$ cat src/design/owp_pkg.sv
// Shared types, constants and tables of the omnidirectional projection block.
package owp_pkg;

    localparam int MAX_COEFFS   = 16;
    localparam int CORDIC_STEPS = 24;
    localparam int CORDIC_ITERS = (CORDIC_STEPS < 32) ? CORDIC_STEPS : 32;
    localparam int CITER_W      = $clog2(CORDIC_ITERS);
    localparam int COEF_IW      = (MAX_COEFFS > 1) ? $clog2(MAX_COEFFS) : 1;
    localparam int CNT_W        = $clog2(MAX_COEFFS + 1);

    // configuration register indexes
    localparam logic [2:0] CFG_CENTER_FIRST  = 3'd0;
    localparam logic [2:0] CFG_CENTER_SECOND = 3'd1;
    localparam logic [2:0] CFG_AFFINE_C      = 3'd2;
    localparam logic [2:0] CFG_AFFINE_D      = 3'd3;
    localparam logic [2:0] CFG_AFFINE_E      = 3'd4;
    localparam logic [2:0] CFG_POLY_LENGTH   = 3'd5;

    // input word actions
    localparam logic ACT_LOAD    = 1'b0;
    localparam logic ACT_PROJECT = 1'b1;

    typedef enum logic [3:0] {
        S_IDLE, S_MXX, S_MYY, S_SQRT, S_CORDIC, S_POLY_T, S_POLY_C, S_DIV,
        S_MCX, S_MCY, S_MBX, S_MBY, S_MF1, S_MF2, S_MF3, S_OUT
    } t_state;

    typedef struct packed {
        logic               start;
        logic signed [63:0] a;
        logic signed [63:0] b;
        logic [6:0]         sh;
    } t_mul_req;

    typedef struct packed {
        logic               done;
        logic signed [63:0] p;
    } t_mul_rsp;

    // atan(2^-i) in Q2.30, truncated
    function automatic logic signed [31:0] atan_q30(input logic [4:0] i);
        logic signed [31:0] v;
        case (i)
            5'd0:  v = 32'sh3243F6A8;
            5'd1:  v = 32'sh1DAC6705;
            5'd2:  v = 32'sh0FADBAFC;
            5'd3:  v = 32'sh07F56EA6;
            5'd4:  v = 32'sh03FEAB76;
            5'd5:  v = 32'sh01FFD55B;
            5'd6:  v = 32'sh00FFFAAA;
            5'd7:  v = 32'sh007FFF55;
            5'd8:  v = 32'sh003FFFEA;
            5'd9:  v = 32'sh001FFFFD;
            5'd10: v = 32'sh000FFFFF;
            5'd11: v = 32'sh0007FFFF;
            5'd12: v = 32'sh0003FFFF;
            5'd13: v = 32'sh0001FFFF;
            5'd14: v = 32'sh0000FFFF;
            5'd15: v = 32'sh00007FFF;
            5'd16: v = 32'sh00003FFF;
            5'd17: v = 32'sh00001FFF;
            5'd18: v = 32'sh00000FFF;
            5'd19: v = 32'sh000007FF;
            5'd20: v = 32'sh000003FF;
            5'd21: v = 32'sh000001FF;
            5'd22: v = 32'sh000000FF;
            5'd23: v = 32'sh0000007F;
            5'd24: v = 32'sh0000003F;
            5'd25: v = 32'sh0000001F;
            5'd26: v = 32'sh0000000F;
            5'd27: v = 32'sh00000008;
            5'd28: v = 32'sh00000004;
            5'd29: v = 32'sh00000002;
            5'd30: v = 32'sh00000001;
            default: v = 32'sh00000000;
        endcase
        return v;
    endfunction

    // true when v lies outside [-2^lg, 2^lg - 1]
    function automatic logic clip_hit(input logic signed [63:0] v, input logic [5:0] lg);
        logic signed [63:0] lim;
        lim = 64'sd1 <<< lg;
        return (v > lim - 64'sd1) || (v < -lim);
    endfunction

    function automatic logic signed [63:0] clip_val(input logic signed [63:0] v,
                                                    input logic [5:0] lg);
        logic signed [63:0] lim;
        lim = 64'sd1 <<< lg;
        if (v > lim - 64'sd1) begin
            return lim - 64'sd1;
        end else if (v < -lim) begin
            return -lim;
        end
        return v;
    endfunction

endpackage

$ cat src/design/owp_sqrt.sv
// Bit-pair integer square root, one result bit a cycle.
module owp_sqrt import owp_pkg::*; (
    input  logic        i_clk,
    input  logic        i_rst_n,
    input  logic        i_start,
    input  logic [63:0] i_norm,
    output logic        o_done,
    output logic [31:0] o_root
);

    logic [63:0] r_n, r_res;
    logic [4:0]  r_k;
    logic        r_busy, r_done;
    logic [63:0] bitv, trial;

    assign bitv  = 64'd1 << {r_k, 1'b0};
    assign trial = r_res + bitv;

    // control
    always_ff @(posedge i_clk) begin
        if (!i_rst_n) begin
            r_busy <= 1'b0;
            r_done <= 1'b0;
            r_k    <= 5'd31;
        end else begin
            r_done <= 1'b0;
            if (!r_busy && i_start) begin
                r_busy <= 1'b1;
                r_k    <= 5'd31;
            end else if (r_busy) begin
                r_k <= r_k - 5'd1;
                if (r_k == 5'd0) begin
                    r_busy <= 1'b0;
                    r_done <= 1'b1;
                end
            end
        end
    end

    // remainder and root
    always_ff @(posedge i_clk) begin
        if (!r_busy && i_start) begin
            r_n   <= i_norm;
            r_res <= 64'd0;
        end else if (r_busy) begin
            if (r_n >= trial) begin
                r_n   <= r_n - trial;
                r_res <= (r_res >> 1) + bitv;
            end else begin
                r_res <= r_res >> 1;
            end
        end
    end

    assign o_done = r_done;
    assign o_root = r_res[31:0];

endmodule

$ cat config.mk
export PLATFORM = sky130hd
export DESIGN_NAME = owp_sqrt
export DESIGN_NICKNAME = d
export VERILOG_FILES = /design/src/design/owp_pkg.sv /design/src/design/owp_sqrt.sv
export SDC_FILE = /design/constraint.sdc
export NUM_CORES = 1
export LEC_CHECK = 0
export BUFFER_PORTS_ARGS = -buffer_cell sky130_fd_sc_hd__buf_2
export CAP_MARGIN = 30
export CELL_PAD_IN_SITES_DETAIL_PLACEMENT = 1
export CELL_PAD_IN_SITES_GLOBAL_PLACEMENT = 1
export CORE_UTILIZATION = 45
export CTS_BUF_LIST = sky130_fd_sc_hd__clkbuf_8
export CTS_CLUSTER_SIZE = 24
export DETAILED_ROUTE_END_ITERATION = 16
export PLACE_DENSITY_LB_ADDON = 0.08
export SLEW_MARGIN = 15
export SYNTH_ARGS = -nofsm -noshare
export SYNTH_HDL_FRONTEND = slang
export SYNTH_SLANG_ARGS = --single-unit
$ cat constraint.sdc
create_clock -name i_clk -period 25.4 [get_ports i_clk]
set_input_delay 6.35 -clock i_clk [delete_from_list [all_inputs] [get_ports i_clk]]
set_output_delay 6.35 -clock i_clk [all_outputs]
set_load 0.02 [all_outputs]
==> qor.csv <==
stage,metric,value,unit
timing,setup_tns,0,ns
timing,max_freq,0.124,GHz
timing,fin_ws,17.30,ns
synthesis,synth-edff-count,64,
timing,hold_violations,0,
synthesis,ys_seq_area_frac,0.232,
finish,drive_gt1_frac,0.0954,
timing,fin_crit_sh,0.319,
global_routing,grt_pass1_wl,77.2,mm
finish,mostFrequentLayoutCells,"221 x nand2_1, 200 x nor2_1, 188 x a21oi_1",
place,post-place-cells,2287,
route,dr.pass1.iters,6,
pwr,p_sw_frac,0.498,
setup_path,worst_ep_arrival_time,8.38,ns
synthesis,synth_cell_types,78,
route,drtIter0Drc,1112,
setup_path,cp_num_buf_inv,2,
floorplanning,pin_count,100,
floorplanning,core_area,31600,um2
setup_path,reg2reg_from,r_k[2],
pwr,p_seq_frac,0.244,
route,vias,14251,
timing,rsz0062_at_grt,false,
setup_path,cp_slowest_stage_delay,0.65,ns
timing,final.setup_skew,0.0210,ns
route,wl_per_cell,20.8,um
clock_network,ctsHtreeMaxLevel,4,
place,place_congestion,0.929,
setup_path,startpoint_type,input port,
global_routing,grt_start_max_net_pins,71,
timing,relSlewSlack,0.386,
pwr,p_int,0.000830,W
synthesis,postSynthCellCount,1914,
route,ant_nets,0,
hold_path,min_path_cells,2,
timing,setup_violations,0,
hold_path,min_to,r_res[0],
global_routing,antenna_found_initial,0,
clock_network,clkSinkCount,135,
pwr,switching_power,0.000824,W
synthesis,yosys_register_bits,135,
clock_network,clockBufferDepth,2,
finish,final_cells,2320,
hold_path,worstHoldPathType,reg2reg,
clock_network,postCtsSetupRepairBufs,0,
setup_path,crit_chain,"buf_2, nand2_4, buf_4, nand2_1, or2_2, mux2i_1, nor2_1",
route,viasPerCell,6.14,
clock_network,worst_skew_pair.late_latency,0.52,ns
setup_path,slowest_stage,buf_4,
clock_network,path_clk_slew,0.09,ns
pwr,total_leakage_power,5.75,nW
setup_path,rr_endpoint,r_n[9],
pwr,pwr_density_cell,108,nW/um2
place,dp_hpwl,37.6,mm
setup_path,cp.required,25.68,ns
route,postRouteWirelength,48.2,mm
clock_network,numCtsBuffers,17,
floorplanning,num_rows,65,
finish,final_common_cell,nand2_1,
clock_network,cts_resized,0,
clock_network,cts_tree,built,
timing,tightest_slew,0.921,ns
global_routing,gr-usage-all-layers,0.298,
floorplanning,dieWidth,181,um
finish,nets,2106,
synthesis,ys_warn_count,0,
setup_path,critPathTopFamily,simple AND/OR/NAND/NOR gates,
flow_run,drv_cap,0,
floorplanning,initial_core_util,0.457,
synthesis,async_flop_share,0,
clock_network,clockRootBuffer,clkbuf_8,
synthesis,synth_area,14400,um2
pwr,peakVddDrop,0.0000939,V
clock_network,postCtsHoldBufs,0,
timing,finalCriticalPeriod,8.10,ns
floorplanning,die_y,181,um
floorplanning,die-area,32800,um2
setup_path,path_max_fanout,70,
setup_path,endpoint_kind,flop,
setup_path,worst-r2r-setup-slack,17.74,ns
timing,hold_ws,0.513,ns
outcome,status,completed,
hold_path,hold_start,r_res[0],
finish,antennaDiodeCount,0,
global_routing,grt_pass1_vias,14211,
setup_path,critPathKind,in2reg,
place,portBuffers,99,
finish,area_delta_synth_final,6.11,%
global_routing,grt.overflow.total,0,
setup_path,worstRegToRegCells,24,
pwr,clkPwrFrac,0.122,
synthesis,synth.avg_cell_area,7.54,um2
pwr,p_comb_frac,0.634,
route,drc,0,
place,pre_cts_slack,16.78,ns
synthesis,synth_nets,2115,
synthesis,synth_flop_cell,dfxtp_1,
timing,slew_violations,0,
==> power groups by stage <==
stage	sequential, W	combinational [W]	clock, W
floorplan	0.000371	0.000790	0
global route	0.000410	0.00116	0.000214
finish	0.000403	0.00105	0.000203
CTS	0.000402	0.00104	0.000207
detailed placement	0.000406	0.00103	0
global placement	0.000403	0.00101	0
==> synth_stat cells (6+ instances only) <==
library cell	number	area (um2)
a21oi_1	189	946
buf_4	32	240
ha_1	133	1660
mux2i_1	8	80.1
and4_1	6	52.6
o211ai_1	12	90.1
nand2b_1	19	119
nor4_1	14	87.6
edfxtp_1	64	1920
xor2_1	77	674
or3_1	11	68.8
o2111ai_1	8	70.1
nor2_1	202	758
o21bai_1	26	195
inv_1	36	135
o22ai_1	8	50.1
a31oi_1	69	432
o31ai_1	13	97.6
o21ai_0	144	721
nor2b_1	25	156
and3_1	13	81.3
nand2_1	222	833
nand3_1	44	220
and2_1	11	68.8
a31o_2	21	184
or2_2	6	37.5
o21a_1	16	120
dfxtp_1	71	1420
xnor2_1	99	867
a21o_1	39	293
clkbuf_1	100	375
a211oi_1	12	90.1
nand4_1	48	300
nor3_1	20	100
==> sequential cells by signal, indices dropped and copies added (netlist names) <==
signal	count
r_n	64
r_res	64
r_k	5
o_done	1
r_busy	1
==> area by class of cell <==
| class | count | area [um2] |
|---|---|---|
| clock buffer | 20 | 275 |
| clock inverter | 12 | 150 |
| fill | 4046 | 16200 |
| inverter | 36 | 135 |
| multi-input combinational | 1607 | 10300 |
| sequential | 135 | 3340 |
| tap | 402 | 503 |
| timing repair buffer | 108 | 564 |
==> worst max path at each step <==
| stage | end | cells past startpoint | startpoint |
|---|---|---|---|
| final | r_n[57] | 7 | i_start |
| after floorplan | r_n[0] | 4 | i_start |
| after global placement | r_n[57] | 7 | i_start |
| after detailed placement | r_n[57] | 7 | i_start |
| after global routing | r_n[57] | 7 | i_start |
| after CTS | r_n[57] | 7 | i_start |
==> per-layer routing <==
metal  wire (um)  global-route usage  vias up
met1       24400               0.435     6879
met3        2160              0.0389       54
met4         872              0.0773        0
met5           0                   0        -
met2       20800               0.458      357
li1            -                   -     6961
==> through the flow <==
stage	area [um2]	util	total power, W
global route	15300	0.485	0.00178
CTS	15300	0.485	0.00165
finish	15300	0.485	0.00165
floorplan	14400	-	0.00116
detailed placement	14900	0.472	0.00144
global placement	14900	0.471	0.00141
==> kinds of logic (layout without fill, tap and decap cells) <==
group	count (synthesis)	count (layout)	share of synthesized area
and+or+nand+nor	662	662	0.212
AOI/OAI and AO/OA	624	624	0.271
xor gates and xnor gates	176	176	0.107
buffers and inverters	172	176	0.0542
adders and majority gates	135	135	0.117
DFF	135	135	0.232
muxes	10	10	0.00711
==> worst register-to-register path: stages, from the launching register on <==
cell	delay [ns]
dfxtp_1	0.60
nand2_1	0.24
nor2_1	0.34
ha_1	0.38
a31o_2	0.28
a31oi_1	0.28
nand2b_1	0.17
o211ai_2	0.16
o31ai_1	0.54
o31ai_1	0.19
a21oi_1	0.29
nor4b_1	0.09
a211oi_1	0.28
xor2_1	0.16
ha_1	0.46
nand2_1	0.15
o21bai_1	0.25
a21oi_1	0.11
o31ai_1	0.42
a31oi_1	0.15
a21oi_1	0.28
o41ai_2	0.11
buf_4	0.33
a21oi_4	0.24
buf_4	0.66
Note: power is estimated with default switching activity, not from simulation.
