File: src/design/owp_pkg.sv
// Shared types, constants and tables of the omnidirectional projection block.
package owp_pkg;

    localparam int MAX_COEFFS   = 16;
    localparam int CORDIC_STEPS = 24;
    localparam int CORDIC_ITERS = (CORDIC_STEPS < 32) ? CORDIC_STEPS : 32;
    localparam int CITER_W      = $clog2(CORDIC_ITERS);
    localparam int COEF_IW      = (MAX_COEFFS > 1) ? $clog2(MAX_COEFFS) : 1;
    localparam int CNT_W        = $clog2(MAX_COEFFS + 1);

    // configuration register indexes
    localparam logic [2:0] CFG_CENTER_FIRST  = 3'd0;
    localparam logic [2:0] CFG_CENTER_SECOND = 3'd1;
    localparam logic [2:0] CFG_AFFINE_C      = 3'd2;
    localparam logic [2:0] CFG_AFFINE_D      = 3'd3;
    localparam logic [2:0] CFG_AFFINE_E      = 3'd4;
    localparam logic [2:0] CFG_POLY_LENGTH   = 3'd5;

    // input word actions
    localparam logic ACT_LOAD    = 1'b0;
    localparam logic ACT_PROJECT = 1'b1;

    typedef enum logic [3:0] {
        S_IDLE, S_MXX, S_MYY, S_SQRT, S_CORDIC, S_POLY_T, S_POLY_C, S_DIV,
        S_MCX, S_MCY, S_MBX, S_MBY, S_MF1, S_MF2, S_MF3, S_OUT
    } t_state;

    typedef struct packed {
        logic               start;
        logic signed [63:0] a;
        logic signed [63:0] b;
        logic [6:0]         sh;
    } t_mul_req;

    typedef struct packed {
        logic               done;
        logic signed [63:0] p;
    } t_mul_rsp;

    // atan(2^-i) in Q2.30, truncated
    function automatic logic signed [31:0] atan_q30(input logic [4:0] i);
        logic signed [31:0] v;
        case (i)
            5'd0:  v = 32'sh3243F6A8;
            5'd1:  v = 32'sh1DAC6705;
            5'd2:  v = 32'sh0FADBAFC;
            5'd3:  v = 32'sh07F56EA6;
            5'd4:  v = 32'sh03FEAB76;
            5'd5:  v = 32'sh01FFD55B;
            5'd6:  v = 32'sh00FFFAAA;
            5'd7:  v = 32'sh007FFF55;
            5'd8:  v = 32'sh003FFFEA;
            5'd9:  v = 32'sh001FFFFD;
            5'd10: v = 32'sh000FFFFF;
            5'd11: v = 32'sh0007FFFF;
            5'd12: v = 32'sh0003FFFF;
            5'd13: v = 32'sh0001FFFF;
            5'd14: v = 32'sh0000FFFF;
            5'd15: v = 32'sh00007FFF;
            5'd16: v = 32'sh00003FFF;
            5'd17: v = 32'sh00001FFF;
            5'd18: v = 32'sh00000FFF;
            5'd19: v = 32'sh000007FF;
            5'd20: v = 32'sh000003FF;
            5'd21: v = 32'sh000001FF;
            5'd22: v = 32'sh000000FF;
            5'd23: v = 32'sh0000007F;
            5'd24: v = 32'sh0000003F;
            5'd25: v = 32'sh0000001F;
            5'd26: v = 32'sh0000000F;
            5'd27: v = 32'sh00000008;
            5'd28: v = 32'sh00000004;
            5'd29: v = 32'sh00000002;
            5'd30: v = 32'sh00000001;
            default: v = 32'sh00000000;
        endcase
        return v;
    endfunction

    // true when v lies outside [-2^lg, 2^lg - 1]
    function automatic logic clip_hit(input logic signed [63:0] v, input logic [5:0] lg);
        logic signed [63:0] lim;
        lim = 64'sd1 <<< lg;
        return (v > lim - 64'sd1) || (v < -lim);
    endfunction

    function automatic logic signed [63:0] clip_val(input logic signed [63:0] v,
                                                    input logic [5:0] lg);
        logic signed [63:0] lim;
        lim = 64'sd1 <<< lg;
        if (v > lim - 64'sd1) begin
            return lim - 64'sd1;
        end else if (v < -lim) begin
            return -lim;
        end
        return v;
    endfunction

endpackage

File: src/design/owp_mul.sv
// Shared 64x64 rounding multiplier built from four 32x32 partial products.
module owp_mul import owp_pkg::*; (
    input  logic     i_clk,
    input  logic     i_rst_n,
    input  t_mul_req i_req,
    output t_mul_rsp o_rsp
);

    logic [63:0]  r_ua, r_ub;
    logic         r_neg;
    logic [6:0]   r_sh;
    logic [127:0] r_acc;
    logic [2:0]   r_cnt;
    logic         r_busy;
    logic         r_done;
    logic [63:0]  r_p;

    logic [31:0]  a_part, b_part;
    logic [63:0]  pp;
    logic [127:0] pp_sh, rnd, acc_sh;
    logic [63:0]  mag_a, mag_b;

    // pick the partial product for this step
    assign a_part = r_cnt[1] ? r_ua[63:32] : r_ua[31:0];
    assign b_part = r_cnt[0] ? r_ub[63:32] : r_ub[31:0];
    assign pp     = {32'b0, a_part} * {32'b0, b_part};
    assign pp_sh  = {64'b0, pp} << {r_cnt[1] & r_cnt[0], r_cnt[1] ^ r_cnt[0], 5'd0};
    assign rnd    = (128'd1 << r_sh) >> 1;
    assign acc_sh = r_acc >> r_sh;
    assign mag_a  = i_req.a[63] ? 64'(-i_req.a) : 64'(i_req.a);
    assign mag_b  = i_req.b[63] ? 64'(-i_req.b) : 64'(i_req.b);

    // sequence the steps
    always_ff @(posedge i_clk) begin
        if (!i_rst_n) begin
            r_busy <= 1'b0;
            r_done <= 1'b0;
            r_cnt  <= 3'd0;
        end else begin
            r_done <= 1'b0;
            if (!r_busy && i_req.start) begin
                r_busy <= 1'b1;
                r_cnt  <= 3'd0;
            end else if (r_busy) begin
                r_cnt <= r_cnt + 3'd1;
                if (r_cnt == 3'd5) begin
                    r_busy <= 1'b0;
                    r_done <= 1'b1;
                end
            end
        end
    end

    // accumulate, sign and round
    always_ff @(posedge i_clk) begin
        if (!r_busy && i_req.start) begin
            r_ua  <= mag_a;
            r_ub  <= mag_b;
            r_neg <= i_req.a[63] ^ i_req.b[63];
            r_sh  <= i_req.sh;
            r_acc <= 128'd0;
        end else if (r_busy) begin
            case (r_cnt)
                3'd0, 3'd1, 3'd2, 3'd3: r_acc <= r_acc + pp_sh;
                3'd4: r_acc <= (r_neg ? ~r_acc : r_acc) + rnd + {127'b0, r_neg};
                default: r_p <= acc_sh[63:0];
            endcase
        end
    end

    assign o_rsp.done = r_done;
    assign o_rsp.p    = r_p;

endmodule

File: config.mk
export PLATFORM = sky130hd
export DESIGN_NAME = owp_mul
export DESIGN_NICKNAME = d
export VERILOG_FILES = /design/src/design/owp_pkg.sv /design/src/design/owp_mul.sv
export SDC_FILE = /design/constraint.sdc
export NUM_CORES = 2
export LEC_CHECK = 0
export ABC_CLOCK_PERIOD_IN_PS = 13220
export BUFFER_PORTS_ARGS = -buffer_cell sky130_fd_sc_hd__buf_2
export CORE_UTILIZATION = 60
export DETAILED_ROUTE_END_ITERATION = 10
export PLACE_DENSITY = 0.8
export SYNTH_ARGS = -nofsm -noshare
export SYNTH_HDL_FRONTEND = slang
export SYNTH_SLANG_ARGS = --single-unit
File: constraint.sdc
create_clock -name i_clk -period 13.22 [get_ports i_clk]
set_input_delay 1.983 -clock i_clk [delete_from_list [all_inputs] [get_ports i_clk]]
set_output_delay 1.983 -clock i_clk [all_outputs]
set_load 0.03 [all_outputs]
==> summary.md <==
| Metric | Value |
|---|---|
| Run status | `finished with violations` |
| Violated checks | `design-rule violations, max-capacitance violations` |
| Actual slew at the worst max-slew pin | `1481 ps` |
| Clock edge transition at the registers on the reported setup and hold paths | `about 80 ps` |
| Largest stage delay on the critical path | `slightly below 900 ps` |
| Final Instance Count excl. Fillers | `10900` |
| Async S/R FF share, synth | `0` |
| Nets in the synthesized netlist | `10720` |
| Overall track demand over capacity in global routing | `0.5514` |
| Normalized max-slew margin | `0.002190` |
| Class of the tightest hold or removal check | `flip-flop to flip-flop` |
| Max-capacitance violation count | `1` |
| Detailed router's first-iteration violation count | `12280` |
| Crit path time final | `approximately 13000 ps` |
| Most frequent standard cell in the layout excluding fill and tap cells | `nand2_1` |
| Post-Synthesis Cell Area | `roughly 74000 µm²` |
| Wire length reported by the detailed router | `348800 µm` |
| HPWL after detailed placement | `278600 µm` |
| Global-route wire length before repair | `496700 µm` |
| Routed via count divided by cell count | `6.939` |
| Wirelength per Cell | `32.02 µm` |
| Pre-Repair DR Iteration Count | `8` |
| Number of nets at the end of the flow | `10750` |
| Total congestion overflow | `0` |
| Area growth syn-to-layout | `7.877%` |
| Vias in the first global route | `between 70000 and 80000` |
| Synth Flop Type | `edfxtp_1` |
| Layout fillers | `10170` |
| Clock Skew | `36.05 ps` |
| Final slew viol count | `0` |
| Total of flip-flops plus latches after synthesis | `333` |
| Number of buffers added by the clock tree synthesis step | `43` |
| Worst setup EP type | `flip-flop` |
| # DRC | `2` |
| Core area | `~120000 µm²` |
| Final antenna-violating net count | `0` |
| Initial Utilization | `0.6076` |
| Root Buffer | `clkbuf_16` |
| Maximum clock path buffer count | `3` |
| Area leader, netlist | `fa_1` |
| Pin count of the biggest net entering global routing | `between 100 and 150` |
| Clock Sink Count | `333` |
| Sequential cell area | `around 8700 µm²` |
| Count of synthesis-stage warnings from yosys | `0` |
| Share of final-layout standard cells stronger than drive strength 1 | `0.1047` |
| Number of different library cells in the post-synthesis netlist | `84` |
| Ports placed on the boundary | `203` |
| Sequential area share after synthesis | `0.1168` |
| Count of buffers inserted at the top-level ports | `202` |
| Clock latency of the later-clocked register in the worst-skew pair | `approximately 670 ps` |
| CP max stage cell | `fa_1` |
| Total via count after detailed routing | `75610` |
| Area of the multi-input gates | `60170 µm²` |
| Syn avg cell area | `approximately 8.1 µm²` |
| Dominant cell type by count on the critical path | `fa_1` |
| Horizontal die dimension | `around 350 µm` |
| Post-synth EDFFs | `200` |
| CTS H-tree depth | `2` |
| Weighted congestion at the end of routability-driven global placement | `1.175` |
| Largest fanout on the critical path | `17` |
| Startpoint type of the worst setup path | `flip-flop` |
| Data required time at the worst endpoint | `13740 ps` |
| Synth top area share | `0.2421` |
| CTS tree | `built` |
| Final period util | `0.9954` |
| Syn Inst Count | `9164` |
| Row cnt | `128` |
| Classification of the worst setup path | `flip-flop to flip-flop` |
| Die outline area | `between 100000 and 150000 µm²` |
| Number of cells in the design after placement | `10750` |
| Dominant cells by area after synthesis | `fa_1, ha_1, edfxtp_1` |
| Die Span Y | `353.8 µm` |
| Commonest non-fill, non-tap cells in the layout | `nand2_1, nor2_1, inv_1` |
| WP data arrival | `13680 ps` |
| FMAX | `75.99 MHz` |
| Final-layout worst hold slack | `576.0 ps` |
| Antenna violations before repair | `58` |
| Fin. Hold Viols | `0` |
| Finish-stage setup viols | `0` |
through the flow:
step           setup WS, ps  setup TNS, ps    util  cell area, µm²
6_report              60.18              0  0.6554           80090
3_3_place_gp         -199.9         -372.6  0.6389           78070
2_1_floorplan         920.9              0       -           74250
4_1_cts               25.91              0  0.6523           79720
5_1_grt              -4.239         -4.239  0.6548           80020
3_5_place_dp         -204.5         -415.4  0.6389           78070
what timing repair did:
| item | CTS | global route |
|---|---|---|
| hold buffers | 0 | 0 |
| setup endpoints to repair | 4 | 30 |
| resized for setup | 2 | 14 |
| setup buffers | 0 | 17 |
cell type report:
class,instances,share of cell area
diodes,49,0.001531
clock buffers,52,0.01465
clock inverters,28,0.005733
inverters,959,0.04504
multi-input cells,7305,0.7513
flip-flops and latches,333,0.1083
well taps,1625,0.02539
repair buffers,544,0.04805
path summary, 6_finish.rpt:
kind | from | to | slack (ps) | cells past startpoint
setup / recovery | r_cnt[1] | r_acc[118] | 60 | 40
hold / removal | r_acc[8] | r_acc[8] | 580 | 2
setup reg to reg | r_cnt[1] | r_acc[118] | 60 | 40
hold reg to reg | r_acc[8] | r_acc[8] | 580 | 2
synth_stat cells, types with 58 or more instances:
cell type / instances
inv_1: 954
nor2_1: 1160
nand2_1: 1192
o31ai_1: 71
xor2_1: 251
xnor2_1: 299
o22ai_1: 66
a21oi_1: 577
mux2_2: 101
nand3_1: 95
mux4_2: 121
a21o_1: 188
o21a_1: 58
clkbuf_1: 501
buf_1: 64
o21bai_1: 73
dfxtp_1: 133
o21ai_0: 542
nand4_1: 129
mux2i_1: 220
fa_1: 898
ha_1: 524
edfxtp_1: 200
nor3_1: 83
flip-flops by register name, indices dropped and copies added, names as in the netlist:
| name | flops |
|---|---|
| r_ua | 64 |
| r_p | 64 |
| r_neg | 1 |
| r_done | 1 |
| r_ub | 64 |
| r_sh | 7 |
| r_cnt | 3 |
| r_acc | 128 |
| r_busy | 1 |
logic make-up (layout without fill, tap and decap cells):
kind of cell	count (synthesis)	count (layout)	synth area share
simple gates	2982	2982	0.1715
flops	333	333	0.1168
buf+inv	1526	1583	0.07722
xor+xnor	550	550	0.06488
fa+ha+maj	1422	1422	0.3304
other cells	0	49	0
mux	442	442	0.08168
compound gates	1909	1909	0.1575
metal layers:
layer,wire length (µm),share of wire,GRT usage
met2,134300,0.39,0.7332
met3,59650,0.17,0.3006
met4,38390,0.11,0.4665
met5,586,0.0017,0.02906
met1,115900,0.33,0.6391
worst max-delay path: cells and delay by family, from the launching register on:
family,cells,cell delay (ps)
flops,1,360
simple gates,12,3190
fa+ha+maj,10,4910
buf+inv,5,770
xor+xnor,1,160
compound gates,11,2900
mux,1,680
Power is left out: the tool's default activity adds up to more than one toggle a clock period on the data nets, which glitch-free logic cannot reach.
