===== src/design/owp_pkg.sv =====
// Shared types, constants and tables of the omnidirectional projection block.
package owp_pkg;

    localparam int MAX_COEFFS   = 16;
    localparam int CORDIC_STEPS = 24;
    localparam int CORDIC_ITERS = (CORDIC_STEPS < 32) ? CORDIC_STEPS : 32;
    localparam int CITER_W      = $clog2(CORDIC_ITERS);
    localparam int COEF_IW      = (MAX_COEFFS > 1) ? $clog2(MAX_COEFFS) : 1;
    localparam int CNT_W        = $clog2(MAX_COEFFS + 1);

    // configuration register indexes
    localparam logic [2:0] CFG_CENTER_FIRST  = 3'd0;
    localparam logic [2:0] CFG_CENTER_SECOND = 3'd1;
    localparam logic [2:0] CFG_AFFINE_C      = 3'd2;
    localparam logic [2:0] CFG_AFFINE_D      = 3'd3;
    localparam logic [2:0] CFG_AFFINE_E      = 3'd4;
    localparam logic [2:0] CFG_POLY_LENGTH   = 3'd5;

    // input word actions
    localparam logic ACT_LOAD    = 1'b0;
    localparam logic ACT_PROJECT = 1'b1;

    typedef enum logic [3:0] {
        S_IDLE, S_MXX, S_MYY, S_SQRT, S_CORDIC, S_POLY_T, S_POLY_C, S_DIV,
        S_MCX, S_MCY, S_MBX, S_MBY, S_MF1, S_MF2, S_MF3, S_OUT
    } t_state;

    typedef struct packed {
        logic               start;
        logic signed [63:0] a;
        logic signed [63:0] b;
        logic [6:0]         sh;
    } t_mul_req;

    typedef struct packed {
        logic               done;
        logic signed [63:0] p;
    } t_mul_rsp;

    // atan(2^-i) in Q2.30, truncated
    function automatic logic signed [31:0] atan_q30(input logic [4:0] i);
        logic signed [31:0] v;
        case (i)
            5'd0:  v = 32'sh3243F6A8;
            5'd1:  v = 32'sh1DAC6705;
            5'd2:  v = 32'sh0FADBAFC;
            5'd3:  v = 32'sh07F56EA6;
            5'd4:  v = 32'sh03FEAB76;
            5'd5:  v = 32'sh01FFD55B;
            5'd6:  v = 32'sh00FFFAAA;
            5'd7:  v = 32'sh007FFF55;
            5'd8:  v = 32'sh003FFFEA;
            5'd9:  v = 32'sh001FFFFD;
            5'd10: v = 32'sh000FFFFF;
            5'd11: v = 32'sh0007FFFF;
            5'd12: v = 32'sh0003FFFF;
            5'd13: v = 32'sh0001FFFF;
            5'd14: v = 32'sh0000FFFF;
            5'd15: v = 32'sh00007FFF;
            5'd16: v = 32'sh00003FFF;
            5'd17: v = 32'sh00001FFF;
            5'd18: v = 32'sh00000FFF;
            5'd19: v = 32'sh000007FF;
            5'd20: v = 32'sh000003FF;
            5'd21: v = 32'sh000001FF;
            5'd22: v = 32'sh000000FF;
            5'd23: v = 32'sh0000007F;
            5'd24: v = 32'sh0000003F;
            5'd25: v = 32'sh0000001F;
            5'd26: v = 32'sh0000000F;
            5'd27: v = 32'sh00000008;
            5'd28: v = 32'sh00000004;
            5'd29: v = 32'sh00000002;
            5'd30: v = 32'sh00000001;
            default: v = 32'sh00000000;
        endcase
        return v;
    endfunction

    // true when v lies outside [-2^lg, 2^lg - 1]
    function automatic logic clip_hit(input logic signed [63:0] v, input logic [5:0] lg);
        logic signed [63:0] lim;
        lim = 64'sd1 <<< lg;
        return (v > lim - 64'sd1) || (v < -lim);
    endfunction

    function automatic logic signed [63:0] clip_val(input logic signed [63:0] v,
                                                    input logic [5:0] lg);
        logic signed [63:0] lim;
        lim = 64'sd1 <<< lg;
        if (v > lim - 64'sd1) begin
            return lim - 64'sd1;
        end else if (v < -lim) begin
            return -lim;
        end
        return v;
    endfunction

endpackage


===== src/design/owp_div.sv =====
// Restoring divider for 2^62 / r, one quotient bit a cycle.
module owp_div import owp_pkg::*; (
    input  logic        i_clk,
    input  logic        i_rst_n,
    input  logic        i_start,
    input  logic [31:0] i_den,
    output logic        o_done,
    output logic [62:0] o_quot
);

    logic [31:0] r_rem, r_den;
    logic [62:0] r_q;
    logic [5:0]  r_k;
    logic        r_busy, r_done;
    logic [32:0] shifted;
    logic        ge;

    assign shifted = {r_rem, r_k == 6'd62};
    assign ge      = shifted >= {1'b0, r_den};

    // control
    always_ff @(posedge i_clk) begin
        if (!i_rst_n) begin
            r_busy <= 1'b0;
            r_done <= 1'b0;
            r_k    <= 6'd62;
        end else begin
            r_done <= 1'b0;
            if (!r_busy && i_start) begin
                r_busy <= 1'b1;
                r_k    <= 6'd62;
            end else if (r_busy) begin
                r_k <= r_k - 6'd1;
                if (r_k == 6'd0) begin
                    r_busy <= 1'b0;
                    r_done <= 1'b1;
                end
            end
        end
    end

    // shift, compare, subtract
    always_ff @(posedge i_clk) begin
        if (!r_busy && i_start) begin
            r_rem <= 32'd0;
            r_den <= i_den;
            r_q   <= 63'd0;
        end else if (r_busy) begin
            r_rem <= ge ? 32'(shifted - {1'b0, r_den}) : shifted[31:0];
            r_q   <= {r_q[61:0], ge};
        end
    end

    assign o_done = r_done;
    assign o_quot = r_q;

endmodule


===== config.mk =====
export PLATFORM = sky130hd
export DESIGN_NAME = owp_div
export DESIGN_NICKNAME = d
export VERILOG_FILES = /design/src/design/owp_pkg.sv /design/src/design/owp_div.sv
export SDC_FILE = /design/constraint.sdc
export NUM_CORES = 1
export LEC_CHECK = 0
export BUFFER_PORTS_ARGS = -buffer_cell sky130_fd_sc_hd__buf_2
export CAP_MARGIN = 20
export CORE_MARGIN = 2
export CORE_UTILIZATION = 45
export CTS_CLUSTER_SIZE = 30
export DETAILED_ROUTE_END_ITERATION = 10
export PLACE_DENSITY_LB_ADDON = 0.15
export SKIP_LAST_GASP = 1
export SLEW_MARGIN = 25
export SYNTH_ARGS = -nofsm -noshare
export SYNTH_HDL_FRONTEND = slang
export SYNTH_SLANG_ARGS = --single-unit

===== constraint.sdc =====
create_clock -name i_clk -period 2.95 [get_ports i_clk]
set_input_delay 0.1475 -clock i_clk [delete_from_list [all_inputs] [get_ports i_clk]]
set_output_delay 0.1475 -clock i_clk [all_outputs]
set_load 0.02 [all_outputs]

==> impl_metrics.ini, run 1 <==
[synth]
syn_nets = 877
seq_area_frac_synth = 0.441
ys_ff_latch = 135
synth-edff-count = 32
syn_area_mm2 = 0.00686
syn-instance-count = 806
synth_warnings = 0
yosysUniqueCellTypes = 62
async_flop_share = 0
synth_ff_type = dfxtp_1
syn_area_per_cell_um2 = 8.51

[power_and_ir_drop]
p_comb_frac = 0.407
ir_worst_vdd_mv = 0.649
switchingPower_mw = 2.68
internal_power_mw = 4.69
power_density_mw_per_mm2 = 844
switching_share = 0.363
power.total_mw = 7.37
p_leak_nw = 3.88
p_seq_frac = 0.313
p_clk_frac = 0.280

[layout]
multiInputGateArea_mm2 = 0.00356
fin_nets = 1019
fillCellCount = 1341
layout-drive-gt1-share = 0.211
postLayoutCoreUtil = 0.581
final_area_mm2 = 0.00873
final_cells = 1149
diodes = 0
areaGrowthSynthToFinish_pct = 27.3
regArea_mm2 = 0.00303

[global_routing]
grt_pass1_vias = 5775
grt_max_degree = 70
grt.overflow.total = 0
antenna_found_initial = 0
grt_usage = 0.215
grt_pass1_wl_um = 28100

[min_path]
holdPathEnd = r_rem[1]
min-delay-start = i_start
hold_depth = 2
hp-class = in -> reg

[clocking]
root_buffer = clkbuf_16
clk_pin_slew_ns = 0.06
cts_buffer_depth = 2
postCtsSetupBuffers = 0
cts_buffers = 17
clk_latency_ns = 0.41
htreeDepth = 4
clock-sinks = 135
cts_tree = yes

[worst_setup_path]
r2r_slack_ns = 0.18
reg2reg_depth = 12
cp_data_required_time_ns = 3.22
critPathLaunchType = flip-flop
crit_path_max_fanout = 8
crit_type = reg -> reg
cp.arrival_ns = 3.04
r2r_start = r_k[2]
end_kind = flip-flop
r2r-end = r_rem[24]

[floorplan]
dieWidth_um = 127
core_mm2 = 0.0150
rows = 45
die-area_mm2 = 0.0162
boundaryPins = 99
start_util = 0.456
die_y_um = 127

[place]
place_ws_ns = 0.0909
place_inst = 1084
place_area_mm2 = 0.00772
io_buffers = 98
hpwl_um = 12200
place.gp.congestion = 0.881

[sta]
worst_pin_slew_ns = 0.822
slew_viol_final = 0
whs_ns = 0.0555
rsz0062_at_grt = no
layout_min_cycle_time_ns = 2.77
tns_ns = 0
fin_skew_ns = 0.00641
finalHoldViolCount = 0
final-setup-viol-count = 0
max_freq_ghz = 0.362
period_share = 0.937
worst_slack_ns = 0.185
slew_headroom = 0.452

[drt]
drt_pre_antenna_iters = 5
wire_per_inst_um = 15.0
drt_iter0_drc = 336
ant_nets = 0
via_per_inst = 5.29
route.detailed.drc = 0
wl_um = 17300
vias = 6078

[status]
status = completed

[job]
maxCapViolCount = 0
area by class of cell:
cell class | count | share of cell area
Clock buffer | 18 | 0.0503
Clock inverter | 14 | 0.0158
Inverter | 43 | 0.0185
Tap cell | 188 | 0.0270
Sequential cell | 135 | 0.347
Multi-Input combinational cell | 581 | 0.408
Timing Repair Buffer | 170 | 0.133
how the worst max path moves through the flow:
stage                     startpoint        end  cells after the start
after floorplan               r_k[0]  r_rem[26]                     13
after global placement        r_k[2]  r_rem[20]                     12
after detailed placement      r_k[2]  r_rem[24]                     12
after CTS                     r_k[2]  r_rem[24]                     12
after global routing          r_k[2]  r_rem[30]                     14
final                         r_k[2]  r_rem[24]                     12
critical path, stage by stage (launching register included):
cell and delay (ns):
dfxtp_2 0.36, and3_4 0.20, nand3_4 0.08, ha_4 0.29, nand4_1 0.09, or4_4 0.45
nor4_4 0.29, a211oi_2 0.13, o21ai_4 0.11, or2_1 0.18, buf_12 0.14, mux2i_1 0.21
o21ai_1 0.07
metal layers:
layer | routed length, µm | GRT usage
met1 | 8020 | 0.286
met2 | 8220 | 0.345
met3 | 795 | 0.0582
met4 | 245 | 0.0601
met5 | 0 | 0
cell usage in the layout (no fill, tap or decap), drive strengths merged, types with 2 or more instances in the layout:
cell type	Yosys	routed
a41oi	2	2
dfxtp	103	103
o2111a	3	3
and3	10	10
or2	4	4
nor3	8	8
edfxtp	32	32
and4	4	4
a31oi	15	15
a21o	16	16
nor2	28	28
o31ai	4	4
o21a	5	5
a211oi	4	4
nor2b	3	3
o21ai	95	95
nand2b	3	3
xor2	14	14
clkbuf	35	18
and2	4	4
o22ai	9	9
mux2i	21	21
a32oi	3	3
inv	43	50
nand3b	2	2
nand4	4	4
o211ai	8	8
buf	12	137
nor4	2	2
xnor2	17	17
dlygate4sd3	0	33
o21bai	3	3
clkinv	0	6
nand3	13	13
ha	35	35
nand2	187	187
a21oi	39	39
cells in the mapped netlist (all sizes together), types with 5 or more instances:
library cell  instances  area (µm²)
o211ai                8        60.1
and3                 10        62.6
ha                   35         438
dfxtp               103        2060
a31oi                15        93.8
o21ai                95         487
xnor2                17         149
o21a                  5        37.5
clkbuf               35         131
xor2                 14         123
nor3                  8        40.0
inv                  43         161
edfxtp               32         961
mux2i                21         210
nor2                 28         113
a21oi                39         203
nand3                13        70.1
o22ai                 9        56.3
nand2               187         704
a21o                 16         120
buf                  12        81.3
logic make-up after synthesis:
group	count (synthesis)	synth area share
AO/OA/AOI/OAI	216	0.192
XOR/XNOR	31	0.0396
adder cells (fa/ha/maj)	36	0.0668
buffers and inverters	90	0.0546
flip-flops	135	0.441
multiplexers	22	0.0323
AND/OR/NAND/NOR	276	0.174
power by group through the flow:
stage / combinational [mW] / sequential (mW) / clock (mW)
floorplan: 2.08 / 2.28 / 0
global placement: 2.85 / 2.33 / 0
detailed placement: 2.88 / 2.34 / 0
CTS: 2.94 / 2.30 / 2.11
global route: 3.30 / 2.34 / 2.20
finish: 3.00 / 2.31 / 2.06
registers in the layout, summed over array words and instances, names as in the netlist:
| name | count |
|---|---|
| r_den | 32 |
| o_done | 1 |
| o_quot | 63 |
| r_busy | 1 |
| r_k | 6 |
| r_rem | 32 |
repair_timing:
action                                  in CTS  in global routing
gates resized for setup                      0                 23
endpoints found under the hold margin       33                  0
hold buffers                                33                  0
endpoints found under the setup margin       0                 31
No activity file was read; power rests on OpenSTA's default activity.
==> run 2: changes to the inputs <==
--- a/config.mk
+++ b/config.mk
@@ -8,7 +8,7 @@
 export BUFFER_PORTS_ARGS = -buffer_cell sky130_fd_sc_hd__buf_2
 export CAP_MARGIN = 20
 export CORE_MARGIN = 2
-export CORE_UTILIZATION = 45
+export CORE_UTILIZATION = 56
 export CTS_CLUSTER_SIZE = 30
 export DETAILED_ROUTE_END_ITERATION = 10
 export PLACE_DENSITY_LB_ADDON = 0.15
==> run 2 against run 1 <==
Non-clock buffer count fell by 3; clock skew increased by 0.0042 ns; clock power about the same; final cell count decreased by 3.8%; routed wire length about the same.
==> impl_metrics.ini, run 2 (synthesis gave the netlist of run 1 again) <==
[min_path]
hp-class = in -> reg
hold_depth = 4

[job]
maxCapViolCount = 0

[drt]
wl_um = 17300
vias = 6219
drt_iter0_drc = 462
route.detailed.drc = 0
drt_pre_antenna_iters = 6
via_per_inst = 5.63
wire_per_inst_um = 15.7
ant_nets = 0

[floorplan]
start_util = 0.573
boundaryPins = 99
die-area_mm2 = 0.0131
rows = 40
core_mm2 = 0.0120
die_y_um = 115
dieWidth_um = 115

[layout]
mostFrequentLayoutCell = nand2_1
layout-drive-gt1-share = 0.203
diodes = 0
postLayoutCoreUtil = 0.719
layout_common_cells = 186 x nand2_1, 100 x dfxtp_1, 98 x buf_2
fillCellCount = 929
largest_reg_flops = 63
fin_nets = 1016
areaGrowthSynthToFinish_pct = 25.4

[global_routing]
grt_pass1_wl_um = 28700
antenna_found_initial = 0
grt_pass1_vias = 6046
grt_usage = 0.273
grt_max_degree = 73
grt.overflow.total = 0

[sta]
max_freq_ghz = 0.358
slew_viol_final = 0
slew_headroom = 0.379
layout_min_cycle_time_ns = 2.79
finalHoldViolCount = 0
worst_pin_slew_ns = 0.931
worst_slack_ns = 0.158
period_share = 0.946
fin_skew_ns = 0.0106
final-setup-viol-count = 0

[power_and_ir_drop]
ir_worst_vdd_mv = 0.528
p_leak_nw = 3.84
power_density_mw_per_mm2 = 856

[place]
hpwl_um = 11600
io_buffers = 98
place_ws_ns = -0.00481
place.gp.congestion = 0.957

[clocking]
root_buffer = clkbuf_16
cts_buffers = 17
cts_buffer_depth = 2
clk_pin_slew_ns = 0.06
clk_latency_ns = 0.42
cts_tree = yes
htreeDepth = 4
clock-sinks = 135

[status]
status = completed

[worst_setup_path]
cp_data_required_time_ns = 3.22
crit_path_max_fanout = 8
critPathLaunchType = flip-flop
cp.arrival_ns = 3.06
reg2reg_depth = 12
end_kind = flip-flop
crit_type = reg -> reg
run 2: cell count changes in the layout (fill, tap and decap cells not counted), moves of 2 or more:
cell / previous run / this run
a21oi_1: 36 / 34
a21oi_2: 3 / 5
buf_12: 4 / 2
clkbuf_1: 0 / 3
clkinvlp_4: 0 / 2
dfxtp_1: 98 / 100
dfxtp_2: 5 / 3
ha_4: 3 / 1
inv_6: 6 / 0
run 2: repair_timing:
action                                  CTS  global route
hold endpoints to repair                 33             0
endpoints found under the setup margin   11            29
pin swaps                                 2             8
hold buffers                             33             0
resized for setup                         4            14
setup buffers                             0             4
run 2: per-layer routing:
metal	wire, µm	share of wire	global-route usage
met1	7760	0.45	0.352
met2	8240	0.48	0.447
met3	1100	0.063	0.0757
met4	201	0.012	0.0813
met5	0	0	0
run 2: critical path: stages (launching register included):
cell and delay (ns):
dfxtp_1 0.36, and3_4 0.20, nand3_2 0.11, ha_4 0.29, nand4_1 0.12, or4_4 0.45, nor4_4 0.29, a211oi_2 0.13
o21ai_4 0.11, or2_1 0.18, buf_12 0.14, mux2i_1 0.19, o21ai_1 0.07
run 2: power breakdown:
part           leakage, nW  total, mW  switching [mW]  internal (mW)
clock network        0.275       2.07           0.808           1.27
registers             1.14       2.30           0.182           2.12
logic                 2.43       2.99            1.67           1.32
total                 3.84       7.36            2.66           4.70
run 2: final cells by class:
| class | count | area (µm²) | share of cell area |
|---|---|---|---|
| Tap cell | 147 | 184 | 0.0214 |
| Timing Repair Buffer | 167 | 1120 | 0.130 |
| Sequential cell | 135 | 3030 | 0.352 |
| Clock buffer | 21 | 450 | 0.0524 |
| Multi-Input combinational cell | 581 | 3540 | 0.411 |
| Clock inverter | 11 | 125 | 0.0145 |
| Inverter | 43 | 161 | 0.0188 |
run 2: worst paths after layout:
check        slack [ns]          to        from
min reg2reg        0.48  o_quot[62]  o_quot[62]
max reg2reg        0.16   r_rem[25]      r_k[4]
min                0.36   r_rem[17]     i_start
max                0.16   r_rem[25]      r_k[4]
run 2: metrics by stage:
stage | area [µm²] | cells | setup TNS (ns) | power [mW] | hold WS, ns
floorplan | 6860 | 806 | 0 | 4.36 | 0.246
detailed placement | 7590 | 1036 | -0.00515 | 5.11 | 0.326
global placement | 7590 | 1036 | 0 | 5.02 | 0.324
CTS | 8510 | 1101 | 0 | 7.24 | 0.343
finish | 8600 | 1105 | 0 | 7.36 | 0.363
global route | 8600 | 1105 | -0.377 | 7.77 | 0.391
